$ cat src/hw/rtl/cds_pkg.sv
// Shared types, constants and date helper functions for the calendar date stepper.
`default_nettype none

package cds_pkg;

  localparam int REQ_W  = 2;
  localparam int DAY_W  = 5;
  localparam int MON_W  = 4;
  localparam int YEAR_W = 14;
  localparam int DIFF_W = 23;

  // day number relative to an internal epoch, max about 3.65e6
  localparam int DN_W   = 22;
  // year modulo 400
  localparam int R400_W = 9;
  // day plus month offset, max 368
  localparam int DM_W   = 9;
  // floor(yy / 4), max 2499
  localparam int Q4_W   = 12;
  // floor(yy / 100), max 99
  localparam int D100_W = 7;
  // floor(yy / 400), max 24
  localparam int D400_W = 5;
  // floor(year / 400) for any 14-bit year, max 40
  localparam int Q400_W = 6;

  // x / 25 == (x * 5243) >> 17, exact for x below 16384
  localparam int RECIP_25    = 5243;
  localparam int RECIP_W     = 13;
  localparam int RECIP_SHIFT = 17;

  localparam int DAYS_PER_YEAR = 365;
  localparam int CYCLE_YEARS   = 400;
  localparam int YEAR_MAX      = 9999;

  // day number of 0001-01-01 in the internal epoch
  localparam logic [DN_W-1:0] DN_RESET = 22'd307;

  localparam logic [DAY_W-1:0]  DAY_FIRST = 5'd1;
  localparam logic [DAY_W-1:0]  DAY_LAST  = 5'd31;
  localparam logic [MON_W-1:0]  MON_JAN   = 4'd1;
  localparam logic [MON_W-1:0]  MON_FEB   = 4'd2;
  localparam logic [MON_W-1:0]  MON_DEC   = 4'd12;
  localparam logic [YEAR_W-1:0] YEAR_FIRST = 14'd1;
  localparam logic [YEAR_W-1:0] YEAR_LAST  = 14'd9999;
  localparam logic [R400_W-1:0] R400_LAST  = 9'd399;

  typedef enum logic [REQ_W-1:0] {
    REQ_LOAD = 2'd0,
    REQ_FWD  = 2'd1,
    REQ_BACK = 2'd2,
    REQ_DIFF = 2'd3
  } req_t;

  typedef struct packed {
    req_t              req;
    logic [DAY_W-1:0]  day;
    logic [MON_W-1:0]  mon;
    logic [YEAR_W-1:0] year;
  } arg_t;

  typedef struct packed {
    arg_t              arg;
    logic [Q400_W-1:0] q400;
    logic [DN_W-1:0]   yy365;
    logic [Q4_W-1:0]   q4;
    logic [D100_W-1:0] d100;
    logic [D400_W-1:0] d400;
    logic [DM_W-1:0]   dm;
  } s2_t;

  typedef struct packed {
    arg_t              arg;
    logic [R400_W-1:0] r400;
    logic              ok;
    logic [DN_W-1:0]   dn;
  } s3_t;

  // Gregorian leap rule on the year modulo 400
  function automatic logic is_leap(input logic [R400_W-1:0] r400);
    logic century;
    century = (r400 == 9'd100) || (r400 == 9'd200) || (r400 == 9'd300);
    return (r400[1:0] == 2'b00) && !century;
  endfunction

  function automatic logic [DAY_W-1:0] month_len(input logic [MON_W-1:0] m,
                                                 input logic leap);
    logic [DAY_W-1:0] len;
    unique case (m)
      4'd1, 4'd3, 4'd5, 4'd7, 4'd8, 4'd10, 4'd12: len = 5'd31;
      4'd4, 4'd6, 4'd9, 4'd11:                     len = 5'd30;
      4'd2:                                        len = leap ? 5'd29 : 5'd28;
      default:                                     len = 5'd0;
    endcase
    return len;
  endfunction

  // (153 * mm + 2) / 5 with March as month zero
  function automatic logic [DM_W-1:0] month_offset(input logic [MON_W-1:0] m);
    logic [DM_W-1:0] ofs;
    unique case (m)
      4'd3:    ofs = 9'd0;
      4'd4:    ofs = 9'd31;
      4'd5:    ofs = 9'd61;
      4'd6:    ofs = 9'd92;
      4'd7:    ofs = 9'd122;
      4'd8:    ofs = 9'd153;
      4'd9:    ofs = 9'd184;
      4'd10:   ofs = 9'd214;
      4'd11:   ofs = 9'd245;
      4'd12:   ofs = 9'd275;
      4'd1:    ofs = 9'd306;
      4'd2:    ofs = 9'd337;
      default: ofs = 9'd0;
    endcase
    return ofs;
  endfunction

endpackage

`default_nettype wire

$ cat src/hw/rtl/calendar_date_stepper_top.sv
// Calendar date stepper: kept Gregorian date with load, step and day-difference items.
//
// Usage
//   Input channel  in_valid / in_stall carries one item: in_req_type plus an
//   argument date (in_arg_day, in_arg_month, in_arg_year). Load and difference
//   use the argument; forward and back steps ignore it.
//   Result channel out_valid / out_stall returns one item per input item: the
//   kept date after the item, the signed day difference (kept minus argument,
//   zero unless a valid difference item) and the range_error flag.
//   Pipeline: input register, two stages that turn the argument into a day
//   number, result register. Throughput: one item per cycle unless
//   out_stall holds a result. The limit is the kept-date loop in the last
//   stage, which updates date, day number and year-mod-400 together.
//   Reset: kept date 0001-01-01, all stages empty.
//   Stall: a result held by out_stall blocks only the last stage; earlier
//   stages keep filling, so up to four items sit inside before in_stall rises.
//   The kept date is tracked as a running day number, so a difference is one
//   subtraction; no leap logic on the full year is needed, only year mod 400.
`default_nettype none

module calendar_date_stepper_top (
  input  wire logic                        clk,
  input  wire logic                        rst_n,
  input  wire logic                        in_valid,
  output logic                             in_stall,
  input  wire logic [cds_pkg::REQ_W-1:0]   in_req_type,
  input  wire logic [cds_pkg::DAY_W-1:0]   in_arg_day,
  input  wire logic [cds_pkg::MON_W-1:0]   in_arg_month,
  input  wire logic [cds_pkg::YEAR_W-1:0]  in_arg_year,
  output logic                             out_valid,
  input  wire logic                        out_stall,
  output logic [cds_pkg::DAY_W-1:0]        out_day,
  output logic [cds_pkg::MON_W-1:0]        out_month,
  output logic [cds_pkg::YEAR_W-1:0]       out_year,
  output logic signed [cds_pkg::DIFF_W-1:0] out_day_difference,
  output logic                             out_range_error
);
  import cds_pkg::*;

  localparam int P100_W = Q4_W + RECIP_W;
  localparam int P400_W = (YEAR_W - 4) + RECIP_W;

  // stage valids
  logic v1_r, v2_r, v3_r, vo_r;
  logic fire_in, fire1, fire2, fire3;
  logic free1, free2, free3, free_o;

  arg_t s1_r, s1_nxt;
  s2_t  s2_r, s2_nxt;
  s3_t  s3_r, s3_nxt;

  // kept date state
  logic [DAY_W-1:0]  cur_day_r,  cur_day_nxt;
  logic [MON_W-1:0]  cur_mon_r,  cur_mon_nxt;
  logic [YEAR_W-1:0] cur_year_r, cur_year_nxt;
  logic [DN_W-1:0]   cur_dn_r,   cur_dn_nxt;
  logic [R400_W-1:0] cur_r400_r, cur_r400_nxt;
  logic [DIFF_W-1:0] diff_r, diff_nxt;
  logic              err_r,  err_nxt;

  // ---------------- handshake: bubbles collapse, stall only where full
  assign free_o   = !vo_r || !out_stall;
  assign fire3    = v3_r && free_o;
  assign free3    = !v3_r || fire3;
  assign fire2    = v2_r && free3;
  assign free2    = !v2_r || fire2;
  assign fire1    = v1_r && free2;
  assign free1    = !v1_r || fire1;
  assign in_stall = !free1;
  assign fire_in  = in_valid && free1;

  always_ff @(posedge clk) begin
    if (!rst_n) begin
      v1_r <= 1'b0;
      v2_r <= 1'b0;
      v3_r <= 1'b0;
      vo_r <= 1'b0;
    end else begin
      v1_r <= fire_in || (v1_r && !fire1);
      v2_r <= fire1   || (v2_r && !fire2);
      v3_r <= fire2   || (v3_r && !fire3);
      vo_r <= fire3   || (vo_r && out_stall);
    end
  end

  // ---------------- input register
  always_comb begin
    s1_nxt.req  = req_t'(in_req_type);
    s1_nxt.day  = in_arg_day;
    s1_nxt.mon  = in_arg_month;
    s1_nxt.year = in_arg_year;
  end

  always_ff @(posedge clk) begin
    if (fire_in) begin
      s1_r <= s1_nxt;
    end
  end

  // ---------------- stage 2: products of the argument day number
  // yy is the March-based year; quotients by 100 and 400 go through /25.
  logic [YEAR_W-1:0] yy;
  logic [P100_W-1:0] prod100;
  logic [P400_W-1:0] prod400, prod_q400;

  always_comb begin
    yy        = s1_r.year - YEAR_W'(s1_r.mon <= MON_FEB);
    prod100   = P100_W'(yy[YEAR_W-1:2]) * P100_W'(RECIP_25);
    prod400   = P400_W'(yy[YEAR_W-1:4]) * P400_W'(RECIP_25);
    prod_q400 = P400_W'(s1_r.year[YEAR_W-1:4]) * P400_W'(RECIP_25);

    s2_nxt.arg   = s1_r;
    s2_nxt.q400  = prod_q400[RECIP_SHIFT +: Q400_W];
    s2_nxt.yy365 = DN_W'(yy) * DN_W'(DAYS_PER_YEAR);
    s2_nxt.q4    = yy[YEAR_W-1:2];
    s2_nxt.d100  = prod100[RECIP_SHIFT +: D100_W];
    s2_nxt.d400  = prod400[RECIP_SHIFT +: D400_W];
    s2_nxt.dm    = DM_W'(s1_r.day) + month_offset(s1_r.mon);
  end

  always_ff @(posedge clk) begin
    if (fire1) begin
      s2_r <= s2_nxt;
    end
  end

  // ---------------- stage 3: argument day number and validity
  logic [YEAR_W-1:0] r400_wide;
  logic              arg_leap;

  always_comb begin
    r400_wide = s2_r.arg.year - YEAR_W'(YEAR_W'(s2_r.q400) * YEAR_W'(CYCLE_YEARS));
    arg_leap  = is_leap(r400_wide[R400_W-1:0]);

    s3_nxt.arg  = s2_r.arg;
    s3_nxt.r400 = r400_wide[R400_W-1:0];
    s3_nxt.ok   = (s2_r.arg.year >= YEAR_FIRST) && (s2_r.arg.year <= YEAR_LAST) &&
                  (s2_r.arg.mon >= MON_JAN) && (s2_r.arg.mon <= MON_DEC) &&
                  (s2_r.arg.day >= DAY_FIRST) &&
                  (s2_r.arg.day <= month_len(s2_r.arg.mon, arg_leap));
    s3_nxt.dn   = DN_W'(s2_r.dm) + s2_r.yy365 + DN_W'(s2_r.q4)
                  - DN_W'(s2_r.d100) + DN_W'(s2_r.d400);
  end

  always_ff @(posedge clk) begin
    if (fire2) begin
      s3_r <= s3_nxt;
    end
  end

  // ---------------- last stage: kept date update and result
  logic             cur_leap;
  logic [MON_W-1:0] prev_mon;
  logic             at_end, at_start;

  always_comb begin
    cur_leap = is_leap(cur_r400_r);
    prev_mon = (cur_mon_r == MON_JAN) ? MON_DEC : cur_mon_r - 1'b1;
    at_end   = (cur_day_r == DAY_LAST) && (cur_mon_r == MON_DEC) &&
               (cur_year_r == YEAR_LAST);
    at_start = (cur_day_r == DAY_FIRST) && (cur_mon_r == MON_JAN) &&
               (cur_year_r == YEAR_FIRST);

    cur_day_nxt  = cur_day_r;
    cur_mon_nxt  = cur_mon_r;
    cur_year_nxt = cur_year_r;
    cur_dn_nxt   = cur_dn_r;
    cur_r400_nxt = cur_r400_r;
    diff_nxt     = '0;
    err_nxt      = 1'b0;

    unique case (s3_r.arg.req)
      REQ_LOAD: begin
        if (s3_r.ok) begin
          cur_day_nxt  = s3_r.arg.day;
          cur_mon_nxt  = s3_r.arg.mon;
          cur_year_nxt = s3_r.arg.year;
          cur_dn_nxt   = s3_r.dn;
          cur_r400_nxt = s3_r.r400;
        end else begin
          err_nxt = 1'b1;
        end
      end
      REQ_FWD: begin
        if (at_end) begin
          err_nxt = 1'b1;
        end else begin
          cur_dn_nxt = cur_dn_r + 1'b1;
          if (cur_day_r < month_len(cur_mon_r, cur_leap)) begin
            cur_day_nxt = cur_day_r + 1'b1;
          end else begin
            cur_day_nxt = DAY_FIRST;
            if (cur_mon_r == MON_DEC) begin
              cur_mon_nxt  = MON_JAN;
              cur_year_nxt = cur_year_r + 1'b1;
              cur_r400_nxt = (cur_r400_r == R400_LAST) ? '0 : cur_r400_r + 1'b1;
            end else begin
              cur_mon_nxt = cur_mon_r + 1'b1;
            end
          end
        end
      end
      REQ_BACK: begin
        if (at_start) begin
          err_nxt = 1'b1;
        end else begin
          cur_dn_nxt = cur_dn_r - 1'b1;
          if (cur_day_r > DAY_FIRST) begin
            cur_day_nxt = cur_day_r - 1'b1;
          end else begin
            // December has 31 days whatever the year, so the current leap flag serves
            cur_mon_nxt = prev_mon;
            cur_day_nxt = month_len(prev_mon, cur_leap);
            if (cur_mon_r == MON_JAN) begin
              cur_year_nxt = cur_year_r - 1'b1;
              cur_r400_nxt = (cur_r400_r == '0) ? R400_LAST : cur_r400_r - 1'b1;
            end
          end
        end
      end
      REQ_DIFF: begin
        if (s3_r.ok) begin
          diff_nxt = DIFF_W'(cur_dn_r) - DIFF_W'(s3_r.dn);
        end else begin
          err_nxt = 1'b1;
        end
      end
    endcase
  end

  always_ff @(posedge clk) begin
    if (!rst_n) begin
      cur_day_r  <= DAY_FIRST;
      cur_mon_r  <= MON_JAN;
      cur_year_r <= YEAR_FIRST;
      cur_dn_r   <= DN_RESET;
      cur_r400_r <= R400_W'(1);
    end else if (fire3) begin
      cur_day_r  <= cur_day_nxt;
      cur_mon_r  <= cur_mon_nxt;
      cur_year_r <= cur_year_nxt;
      cur_dn_r   <= cur_dn_nxt;
      cur_r400_r <= cur_r400_nxt;
    end
  end

  always_ff @(posedge clk) begin
    if (fire3) begin
      diff_r <= diff_nxt;
      err_r  <= err_nxt;
    end
  end

  // kept date only changes together with the result register
  assign out_valid          = vo_r;
  assign out_day            = cur_day_r;
  assign out_month          = cur_mon_r;
  assign out_year           = cur_year_r;
  assign out_day_difference = signed'(diff_r);
  assign out_range_error    = err_r;

  // ---------------- assertions
  a_date_legal: assert property (@(posedge clk) disable iff (!rst_n)
    (cur_mon_r >= MON_JAN) && (cur_mon_r <= MON_DEC) && (cur_day_r >= DAY_FIRST) &&
    (cur_day_r <= month_len(cur_mon_r, cur_leap)))
    else $error("kept date is not a legal date");

  a_r400_range: assert property (@(posedge clk) disable iff (!rst_n)
    cur_r400_r <= R400_LAST)
    else $error("year modulo 400 out of range");

  a_fwd_dn: assert property (@(posedge clk) disable iff (!rst_n)
    fire3 && (s3_r.arg.req == REQ_FWD) && !err_nxt |=>
      cur_dn_r == $past(cur_dn_r) + 1'b1)
    else $error("forward step did not advance the day number by one");

  a_diff_keeps: assert property (@(posedge clk) disable iff (!rst_n)
    fire3 && (s3_r.arg.req == REQ_DIFF) |=>
      $stable(cur_day_r) && $stable(cur_mon_r) && $stable(cur_year_r) && $stable(cur_dn_r))
    else $error("difference item changed the kept date");

endmodule

`default_nettype wire
$ cat config.mk
export PLATFORM = sky130hd
export DESIGN_NAME = calendar_date_stepper_top
export DESIGN_NICKNAME = d
export VERILOG_FILES = /design/src/hw/rtl/cds_pkg.sv /design/src/hw/rtl/calendar_date_stepper_top.sv
export SDC_FILE = /design/constraint.sdc
export NUM_CORES = 1
export LEC_CHECK = 0
export ABC_AREA = 1
export BUFFER_PORTS_ARGS = -buffer_cell sky130_fd_sc_hd__buf_2
export CORE_AREA = 2 2 199 221
export DETAILED_ROUTE_END_ITERATION = 16
export DIE_AREA = 0 0 201 223
export MAX_ROUTING_LAYER = met4
export PLACE_DENSITY_LB_ADDON = 0.25
export SKIP_CTS_REPAIR_TIMING = 1
export SLEW_MARGIN = 10
export SYNTH_ARGS = -nofsm -noshare
export SYNTH_HDL_FRONTEND = slang
export SYNTH_SLANG_ARGS = --single-unit
export TNS_END_PERCENT = 10
$ cat constraint.sdc
create_clock -name clk -period 5.8 [get_ports clk]
set_clock_uncertainty 0.05 [all_clocks]
set_input_delay 0.58 -clock clk [delete_from_list [all_inputs] [get_ports clk]]
set_output_delay 0.58 -clock clk [all_outputs]
set_load 0.005 [all_outputs]
==> results of run 1 <==
[final timing paths]
| kind | start | endpoint | slack (ns) | cells past startpoint |
|---|---|---|---|---|
| max | s1_r[16]$_DFFE_PP_ | s2_r[13]$_DFFE_PP_ | -0.22 | 29 |
| min | in_arg_year[8] | s1_r[8]$_DFFE_PP_ | 0.12 | 1 |
| min reg2reg | s1_r[24]$_DFFE_PP_ | s2_r[85]$_DFFE_PP_ | 0.37 | 0 |
| max reg2reg | s1_r[16]$_DFFE_PP_ | s2_r[13]$_DFFE_PP_ | -0.22 | 29 |
[sequential cells by signal, indices dropped and copies added (netlist names), named ones only]
name / count
cur_dn_r: 22
cur_r400_r: 9
out_day: 5
out_day_difference: 23
out_month: 4
out_range_error: 1
out_valid: 1
out_year: 14
s1_r: 25
s2_r: 85
s3_r: 53
v1_r: 1
v2_r: 1
v3_r: 1
[stage by stage]
step | setup TNS [ns] | utilization [%] | hold slack (ns)
after floorplan | -0.0318 | - | 0.350
after global placement | -0.684 | 60.6 | 0.352
after detailed placement | -1.68 | 60.6 | 0.360
after CTS | -2.13 | 62.8 | 0.105
after global routing | -4.86 | 63.8 | 0.113
final | -1.33 | 63.8 | 0.122
[cell type report]
type	instances	area (µm²)
sequential	254	6960
clock inverter	22	158
inverter	557	2090
tap	574	718
fill	3696	15500
multi-input combinational	2041	15500
timing repair buffer	171	1090
clock buffer	33	762
[metal layers]
layer | GRT usage (%) | up-vias | part of all wire, %
met5 | - | - | 0
met4 | 11.5 | 0 | 4.3
met3 | 2.22 | 135 | 3.4
met2 | 53.2 | 476 | 51
met1 | 35.4 | 9550 | 42
li1 | - | 9873 | -
[critical path: cells and delay by family, from the launching register on]
kind                       cells  cell delay (ns)
AOI/OAI and AO/OA              4             0.55
xor gates and xnor gates       2             0.36
DFF                            1             0.41
buffers and inverters          7             0.57
and+or+nand+nor                7             0.91
adders and majority gates      9             2.92
[kinds of logic (layout without fill, tap and decap cells)]
family,Yosys count,in the layout,share of synthesized area (%)
flip-flops,254,254,28.5
adder cells (fa/ha/maj),509,509,30.8
XOR/XNOR,99,99,3.55
AND/OR/NAND/NOR,959,959,16.9
multiplexers,1,1,0.0410
AO/OA/AOI/OAI,473,473,10.7
buffers and inverters,600,783,9.54
[cells in the final DEF, fill, tap and decap left out, types with 59 or more instances in the layout]
cell / netlist / final
sky130_fd_sc_hd__o21ai_0: 152 / 144
sky130_fd_sc_hd__inv_1: 543 / 525
sky130_fd_sc_hd__a21oi_1: 227 / 218
sky130_fd_sc_hd__nor2_1: 210 / 203
sky130_fd_sc_hd__dfxtp_1: 67 / 67
sky130_fd_sc_hd__edfxtp_1: 187 / 187
sky130_fd_sc_hd__ha_1: 357 / 341
sky130_fd_sc_hd__nand3_1: 151 / 148
sky130_fd_sc_hd__xor2_1: 66 / 59
sky130_fd_sc_hd__buf_2: 11 / 77
sky130_fd_sc_hd__nand2_1: 468 / 458
sky130_fd_sc_hd__fa_1: 152 / 152
sky130_fd_sc_hd__buf_4: 4 / 93
[power breakdown]
part,total (W),internal (W),switching [W]
sequential,0.00287,0.00268,0.000191
clock,0.00179,0.000992,0.000796
combinational,0.0121,0.00493,0.00715
==> flow_summary.json, run 1 <==
{
  "post-layout-total-power_w": 0.0167,
  "p_per_area_nw_per_um2": 614,
  "synthesized_instance_count": 2895,
  "synthMostInstantiatedCell": "sky130_fd_sc_hd__inv_1",
  "htree_num_levels": 1,
  "synthDominantAreaCellType": "sky130_fd_sc_hd__edfxtp_1",
  "gr-total-overflow": 0,
  "cts-root-buf": "sky130_fd_sc_hd__clkbuf_16",
  "die_area_um2": 44800,
  "final-instance-count-excl-fill": 3652,
  "ys_ff_latch": 254,
  "io_buffers": 77,
  "drt-wirelength-per-cell_um": 17.6,
  "areaGrowthSynthToFinish_pct": 11.8,
  "worst_margin_slew_ns": 1.18,
  "num_vias": 20034,
  "dpl_worst_slack_ns": -0.260,
  "dr.pass1.iters": 6,
  "cts_tree": "built",
  "postRouteAntennaNets": 0,
  "static_leakage_nw": 13.4,
  "vias_in_the_first_global_route": 20157,
  "post-route-min-period_ns": 6.02,
  "grt_setup_unrepaired": "yes",
  "setup_viol": 12,
  "netlist_top_cells_area": "sky130_fd_sc_hd__edfxtp_1 (23%), sky130_fd_sc_hd__ha_1 (18%), sky130_fd_sc_hd__fa_1 (12%)",
  "drt-vias-per-instance": 5.49,
  "clkLatencyLatePin_ns": 0.59,
  "post-route-period-util_pct": 104,
  "yosysUniqueCellTypes": 55,
  "detail_route.drc_violations": 0,
  "ys_top_cells_by_count": "sky130_fd_sc_hd__inv_1 (543), sky130_fd_sc_hd__nand2_1 (468), sky130_fd_sc_hd__ha_1 (357)",
  "slew_margin_rel_pct": 21.5,
  "crit_slowest_cell": "sky130_fd_sc_hd__fa_1",
  "synth_edf_count": 187,
  "outcome": "finished, violations left",
  "postPlaceCellArea_um2": 25900,
  "max_freq_ghz": 0.166,
  "crit_required_ns": 6.08,
  "mapped_nets": 3433,
  "grt.total_usage_pct": 29.9,
  "synth_area_per_cell_um2": 8.43,
  "kind_of_critical_path": "flip-flop to flip-flop",
  "largest_net_degree_at_the_start_of_global_routing": 85,
  "antenna_violations_before_repair": 0,
  "nets": 3593,
  "netlist.area_leader.share_pct": 23.0,
  "i_o_pin_count": 78,
  "timing.critical_path.from_type": "flip-flop",
  "maxCapViolations": 0,
  "critPathMaxFanout": 4,
  "drive_above_1_share_pct": 11.0,
  "failed_checks": "setup timing",
  "drt_iter0_drc": 1175,
  "finalWirelength_um": 64300,
  "clkSlewWorstSetupHoldPaths_ns": 0.06,
  "ys_async_sr_fraction_pct": 0,
  "cts_inserted_buffers": 30,
  "ys.flop_type": "sky130_fd_sc_hd__edfxtp_1",
  "synth.yosys.seq_area_share_pct": 28.5,
  "hold_path_class": "input port to flip-flop",
  "hpwlAfterDp_um": 51700,
  "worstPathArrival_ns": 6.30,
  "dieWidth_um": 201,
  "drv_slew": 0,
  "floorplan.die.height_um": 223,
  "ir_drop_uv": 693,
  "final_cell_area_um2": 27300,
  "fp-row-count": 80,
  "place.detailed.instances": 3587,
  "max-clock-path-buffers": 3,
  "gpl.final_weighted_congestion": 0.981,
  "grt_first_pass_wirelength_um": 104000,
  "floorplan.initialDensity_pct": 57.1,
  "crit_path_max_incr_delay_ns": 0.53,
  "report.final.hold_viol_count": 0,
  "post-route-worst-setup-slack_ns": -0.221,
  "ys_warn_count": 0,
  "clock_sinks": 254,
  "core_area_um2": 42700,
  "end_kind": "flip-flop",
  "synth.cell_area_um2": 24400,
  "antenna_cells": 0
}
Note: power is estimated with default switching activity, not from simulation.
==> inputs of run 2 (changes only) <==
ABC_AREA = not set   (was 1)
CORE_AREA = 2 2 193 214   (was 2 2 199 221)
DIE_AREA = 0 0 195 216   (was 0 0 201 223)
SETUP_SLACK_MARGIN = 0.05   (was not set)
SKIP_LAST_GASP = 1   (was not set)
==> run 2 against run 1 <==
The flow still finishes with violations (setup timing). Routed wire length shrank 18%. Count of clock-buffer cells in the layout decreased by 1. Power down 15%. Register-to-register slack got worse by 0.49 ns. Maximum frequency decreased by 7.5%. Non-clock buffer count increased by 89. Critical path type unchanged. Largest cell class unchanged.
==> flow_summary.json, run 2 <==
{
  "outcome": "finished, violations left",
  "failed_checks": "setup timing",
  "end_kind": "flip-flop",
  "num_vias": 17354,
  "postPlaceCellArea_um2": 25000,
  "static_leakage_nw": 12.4,
  "hold_path_class": "input port to flip-flop",
  "mapped_nets": 2834,
  "ys_top_cells_by_count": "sky130_fd_sc_hd__inv_1 (397), sky130_fd_sc_hd__ha_1 (357), sky130_fd_sc_hd__edfxtp_1 (187)",
  "synth.cell_area_um2": 22900,
  "antenna_cells": 0,
  "clkLatencyLatePin_ns": 0.57,
  "grt_first_pass_wirelength_um": 89100,
  "final_cell_area_um2": 26200,
  "cell_internal_pwr_w": 0.00828,
  "cts_tree": "built",
  "fp-row-count": 77,
  "cts-root-buf": "sky130_fd_sc_hd__clkbuf_16",
  "netlist.area_leader.share_pct": 24.6,
  "gpl.final_weighted_congestion": 0.956,
  "worstPathArrival_ns": 6.77,
  "largest_register_ff_count": 85,
  "worst_margin_slew_ns": 1.06,
  "report.final.hold_viol_count": 0,
  "io_buffers": 77,
  "power.share.switching_pct": 41.5,
  "timing.hold.ws_ns": 0.133,
  "nets": 3065,
  "post-route-period-util_pct": 112,
  "post-route-min-period_ns": 6.51,
  "clock_sinks": 254,
  "maxCapViolations": 0,
  "worst_setup_path_startpoint": "s1_r[14]$_DFFE_PP_",
  "met2_wl_post_dr_um": 27300,
  "ys_ff_latch": 254,
  "dieWidth_um": 195,
  "layout_commonest_cell": "sky130_fd_sc_hd__inv_1",
  "largest_register": "s2_r",
  "drive_above_1_share_pct": 14.8,
  "slew_margin_rel_pct": 29.0,
  "synthMostInstantiatedCell": "sky130_fd_sc_hd__inv_1",
  "ys_async_sr_fraction_pct": 0,
  "synth_edf_count": 187,
  "finalWirelength_um": 52900,
  "worstHoldStart": "in_arg_year[12]",
  "highest_count_cells_in_the_layout_ignoring_fill_and_taps": "sky130_fd_sc_hd__inv_1 (388), sky130_fd_sc_hd__ha_1 (346), sky130_fd_sc_hd__edfxtp_1 (187)",
  "drt_iter0_drc": 1010,
  "post-route-worst-setup-slack_ns": -0.710,
  "floorplan.die.height_um": 216,
  "synthDominantAreaCellType": "sky130_fd_sc_hd__edfxtp_1",
  "synth_area_per_cell_um2": 9.95,
  "max-clock-path-buffers": 3,
  "synthesized_instance_count": 2296,
  "detail_route.drc_violations": 0,
  "combPwrFrac_pct": 68.3,
  "dr.pass1.iters": 5,
  "route.top_layer_used": "met4",
  "largest_net_degree_at_the_start_of_global_routing": 85,
  "ir_drop_uv": 740,
  "areaGrowthSynthToFinish_pct": 14.6,
  "gr-total-overflow": 0,
  "hpwlAfterDp_um": 42100,
  "wl_met3_um": 1960,
  "die_area_um2": 42100,
  "power.net_switching_w": 0.00587,
  "pwr-share-seq_pct": 19.4,
  "drv_slew": 0,
  "yosysUniqueCellTypes": 77,
  "clock_power_share_pct": 12.3,
  "biggestRegsByFlops": "s2_r x85, s3_r x53, s1_r x25",
  "postRouteAntennaNets": 0,
  "ys.flop_type": "sky130_fd_sc_hd__edfxtp_1",
  "i_o_pin_count": 78,
  "grt_setup_unrepaired": "yes",
  "htree_num_levels": 1,
  "drt-met1-wl_um": 22100,
  "cts_inserted_buffers": 27,
  "ys_warn_count": 0,
  "timing.critical_path.from_type": "flip-flop",
  "netlist_top_cells_area": "sky130_fd_sc_hd__edfxtp_1 (25%), sky130_fd_sc_hd__ha_1 (20%), sky130_fd_sc_hd__fa_1 (13%)",
  "drt-wirelength-per-cell_um": 17.3,
  "grt.total_usage_pct": 26.7,
  "vias_in_the_first_global_route": 17975,
  "crit_required_ns": 6.06,
  "setup_viol": 18,
  "floorplan.initialDensity_pct": 57.3,
  "dpl_worst_slack_ns": -1.37,
  "beginning_of_the_worst_register_to_register_path": "s1_r[14]$_DFFE_PP_",
  "max_freq_ghz": 0.154,
  "drt-vias-per-instance": 5.67,
  "kind_of_critical_path": "flip-flop to flip-flop",
  "synth.yosys.seq_area_share_pct": 30.4,
  "clkSlewWorstSetupHoldPaths_ns": 0.06,
  "core_area_um2": 39900,
  "critPathMaxFanout": 4,
  "antenna_violations_before_repair": 0,
  "p_per_area_nw_per_um2": 540
}
==> run 2: cells by family (layout without fill, tap and decap cells) <==
logic type                 after synthesis  in the layout  synth area share (%)
AOI/OAI and AO/OA                      458            458                  13.4
xor gates and xnor gates               124            124                  4.75
adders and majority gates              509            509                  32.9
buffers and inverters                  456            708                  7.66
DFF                                    254            254                  30.4
muxes                                   21             21                 0.925
and+or+nand+nor                        474            474                  9.98
==> run 2: worst paths after layout <==
kind	end	cells after the start	slack (ns)
hold / removal	s1_r[12]$_DFFE_PP_	1	0.13
setup / recovery	s2_r[13]$_DFFE_PP_	24	-0.71
setup reg to reg	s2_r[13]$_DFFE_PP_	24	-0.71
hold reg to reg	s2_r[85]$_DFFE_PP_	0	0.38
==> run 2: power groups by stage <==
stage | Clock [W] | Sequential, W | Combinational, W
after detailed placement | 0 | 0.00279 | 0.00928
after global placement | 0 | 0.00278 | 0.00889
after CTS | 0.00178 | 0.00275 | 0.00940
after global routing | 0.00185 | 0.00278 | 0.0111
final | 0.00174 | 0.00275 | 0.00966
after floorplan | 0 | 0.00273 | 0.00652
==> run 2: metal layers <==
| metal | track usage (%) | up-vias |
|---|---|---|
| li1 | - | 8423 |
| met5 | - | - |
| met4 | 8.19 | 0 |
| met1 | 32.2 | 8436 |
| met2 | 47.8 | 404 |
| met3 | 2.11 | 91 |
==> run 2: area by class of cell <==
type | count | area (µm²)
multi-input cells | 1586 | 14500
fillers | 3123 | 13700
flip-flops and latches | 254 | 6960
repair buffers | 260 | 1760
inverters | 398 | 1500
clock buffers | 32 | 704
well taps | 513 | 642
clock inverters | 18 | 180
==> run 2: worst max-delay path, cell delays in order (launching register included) <==
cell and delay (ns):
sky130_fd_sc_hd__edfxtp_1 0.40, sky130_fd_sc_hd__a211oi_2 0.25, sky130_fd_sc_hd__ha_2 0.25, sky130_fd_sc_hd__ha_4 0.15
sky130_fd_sc_hd__nor3b_4 0.22, sky130_fd_sc_hd__nand3_2 0.12, sky130_fd_sc_hd__buf_4 0.16, sky130_fd_sc_hd__xnor2_2 0.15
sky130_fd_sc_hd__fa_1 0.58, sky130_fd_sc_hd__inv_1 0.07, sky130_fd_sc_hd__fa_1 0.51, sky130_fd_sc_hd__fa_1 0.53
sky130_fd_sc_hd__buf_4 0.16, sky130_fd_sc_hd__fa_1 0.49, sky130_fd_sc_hd__fa_1 0.52, sky130_fd_sc_hd__inv_1 0.04
sky130_fd_sc_hd__ha_1 0.20, sky130_fd_sc_hd__or3_1 0.38, sky130_fd_sc_hd__o22ai_1 0.17, sky130_fd_sc_hd__o21ai_0 0.10
sky130_fd_sc_hd__o211ai_1 0.11, sky130_fd_sc_hd__a31o_2 0.17, sky130_fd_sc_hd__nor2b_4 0.19, sky130_fd_sc_hd__o21ai_0 0.11
sky130_fd_sc_hd__xnor2_1 0.14
==> run 2: stage by stage <==
step                      util (%)  total power [W]  instances  TNS [ns]
after CTS                     64.8           0.0139       3051    -15.93
final                         65.7           0.0142       3061     -9.16
after global routing          65.7           0.0157       3061    -14.98
after global placement        62.6           0.0117       3001    -12.72
after detailed placement      62.6           0.0121       3001    -14.98
after floorplan                  -          0.00925       2296    -12.12
==> inputs of run 3 (changes only) <==
BUFFER_PORTS_ARGS = -buffer_cell sky130_fd_sc_hd__clkbuf_2   (was -buffer_cell sky130_fd_sc_hd__buf_2)
==> run 3 against run 2 <==
Largest power group unchanged. Cell count hardly changed. The run still ends with setup timing left. Largest cell class unchanged. Critical endpoint is now s2_r[18]$_DFFE_PP_. Maximum frequency is 0.76% lower. Core utilization is 0.19 points higher. Routed wire length is 1.3% higher. Count of clock-buffer cells in the layout is 1 higher. Register-to-register slack worse by 0.05 ns. First-iteration DRC count is 2.4% higher.
==> flow_summary.json, run 3 (same netlist as run 2, synthesis figures left out) <==
{
  "clkSlewWorstSetupHoldPaths_ns": 0.07,
  "worstPathArrival_ns": 6.81,
  "final-instance-count-excl-fill": 3060,
  "grt_first_pass_wirelength_um": 88500,
  "clock_power_share_pct": 12.4,
  "antenna_cells": 0,
  "postRouteAntennaNets": 0,
  "biggestRegsByFlops": "s2_r x85, s3_r x53, s1_r x25",
  "worst_margin_slew_ns": 1.04,
  "max-clock-path-buffers": 3,
  "core_area_um2": 39900,
  "gr-total-overflow": 0,
  "vias_in_the_first_global_route": 17765,
  "min_path_cells": 1,
  "kind_of_critical_path": "flip-flop to flip-flop",
  "floorplan.initialDensity_pct": 57.3,
  "grt_setup_unrepaired": "yes",
  "timing.critical_path.from_type": "flip-flop",
  "report.final.hold_viol_count": 0,
  "failed_checks": "setup timing",
  "die_area_um2": 42100,
  "p_per_area_nw_per_um2": 546,
  "final_cell_area_um2": 26300,
  "place.detailed.instances": 3003,
  "crit_required_ns": 6.05,
  "nFillCells": 3109,
  "end_kind": "flip-flop",
  "crit_slowest_cell": "sky130_fd_sc_hd__fa_1",
  "gpl.final_weighted_congestion": 0.937,
  "drt_iter0_drc": 1034,
  "largest_register_ff_count": 85,
  "finalWirelength_um": 53600,
  "regToRegSetupSlack_ns": -0.76,
  "htree_num_levels": 1,
  "num_vias": 17364,
  "largest_register": "s2_r",
  "io_buffers": 77,
  "largest_net_degree_at_the_start_of_global_routing": 85,
  "detail_route.drc_violations": 0,
  "fp-row-count": 77,
  "max_freq_ghz": 0.152,
  "maxCapViolations": 0,
  "outcome": "finished, violations left",
  "pwr-share-seq_pct": 19.2,
  "setup_viol": 18,
  "path_common_cell": "sky130_fd_sc_hd__fa_1",
  "drt-vias-per-instance": 5.67,
  "static_leakage_nw": 12.4,
  "dr.pass1.iters": 6,
  "floorplan.die.height_um": 216,
  "drt-wirelength-per-cell_um": 17.5,
  "cts_inserted_buffers": 26,
  "postPlaceCellArea_um2": 25000,
  "crit_path_max_incr_delay_ns": 0.62,
  "nets": 3065,
  "post-route-worst-setup-slack_ns": -0.760,
  "highest_count_cells_in_the_layout_ignoring_fill_and_taps": "sky130_fd_sc_hd__inv_1 (386), sky130_fd_sc_hd__ha_1 (343), sky130_fd_sc_hd__edfxtp_1 (187)",
  "cts_tree": "built",
  "drive_above_1_share_pct": 15.4,
  "grt.total_usage_pct": 26.6,
  "combPwrFrac_pct": 68.4,
  "clock_sinks": 254,
  "dpl_worst_slack_ns": -1.39,
  "power.net_switching_w": 0.00594,
  "critPathMaxFanout": 3,
  "worst-r2r-cell-count": 28,
  "i_o_pin_count": 78,
  "dieWidth_um": 195,
  "hpwlAfterDp_um": 42000,
  "antenna_violations_before_repair": 0,
  "drv_slew": 0,
  "areaGrowthSynthToFinish_pct": 14.9,
  "cts-root-buf": "sky130_fd_sc_hd__clkbuf_16",
  "clkLatencyLatePin_ns": 0.56,
  "hold_path_class": "input port to flip-flop",
  "layout_commonest_cell": "sky130_fd_sc_hd__inv_1",
  "cell_internal_pwr_w": 0.00840,
  "ir_drop_uv": 721,
  "power.share.switching_pct": 41.4,
  "post-route-min-period_ns": 6.56,
  "post-route-period-util_pct": 113,
  "slew_margin_rel_pct": 30.3,
  "utilization_pct": 65.8
}
-- run 3: changes by cell type in the layout (fill, tap and decap cells not counted), sizes merged --
cell	before	now
clkinvlp	1	2
buf	260	184
clkbuf	32	110
clkinv	13	9
-- run 3: area by class of cell --
cell class | instances | area [µm²] | area share [%]
flip-flops and latches | 254 | 6960 | 26.5
multi-input cells | 1586 | 14500 | 55.2
well taps | 513 | 642 | 2.44
clock buffers | 33 | 729 | 2.78
clock inverters | 15 | 174 | 0.662
inverters | 398 | 1490 | 5.69
repair buffers | 261 | 1770 | 6.74
-- run 3: critical path, delay by kind of cell, from the launching register on --
kind	cells	cell delay, ns
compound gates	5	0.72
xor+xnor	2	0.24
fa+ha+maj	7	3.15
buf+inv	7	0.63
flops	1	0.41
simple gates	7	1.10
-- run 3: worst paths after layout --
check | from | to
worst max-delay path | s1_r[14]$_DFFE_PP_ | s2_r[18]$_DFFE_PP_
worst min-delay path | in_arg_year[12] | s1_r[12]$_DFFE_PP_
worst min register to register | s1_r[24]$_DFFE_PP_ | s2_r[85]$_DFFE_PP_
worst max register to register | s1_r[14]$_DFFE_PP_ | s2_r[18]$_DFFE_PP_
-- run 3: layer usage --
| metal | track usage [%] | wire length, µm | vias up |
|---|---|---|---|
| met4 | 9.39 | 1920 | 0 |
| met2 | 47.1 | 27400 | 403 |
| met3 | 2.17 | 1910 | 111 |
| li1 | - | - | 8415 |
| met5 | - | 0 | - |
| met1 | 31.9 | 22400 | 8435 |
-- run 3: per-stage QoR --
| step | power (W) | setup TNS, ns | hold slack [ns] |
|---|---|---|---|
| 2_1_floorplan | 0.00925 | -12.12 | 0.350 |
| 3_3_place_gp | 0.0117 | -13.09 | 0.353 |
| 3_5_place_dp | 0.0121 | -15.17 | 0.358 |
| 4_1_cts | 0.0139 | -17.02 | 0.124 |
| 5_1_grt | 0.0159 | -16.54 | 0.131 |
| 6_report | 0.0143 | -9.67 | 0.142 |
-- run 3: power by group through the flow --
| stage | clock (W) | sequential (W) | combinational (W) |
|---|---|---|---|
| 2_1_floorplan | 0 | 0.00273 | 0.00652 |
| 3_3_place_gp | 0 | 0.00278 | 0.00890 |
| 3_5_place_dp | 0 | 0.00279 | 0.00926 |
| 4_1_cts | 0.00181 | 0.00275 | 0.00937 |
| 5_1_grt | 0.00187 | 0.00278 | 0.0112 |
| 6_report | 0.00178 | 0.00275 | 0.00980 |
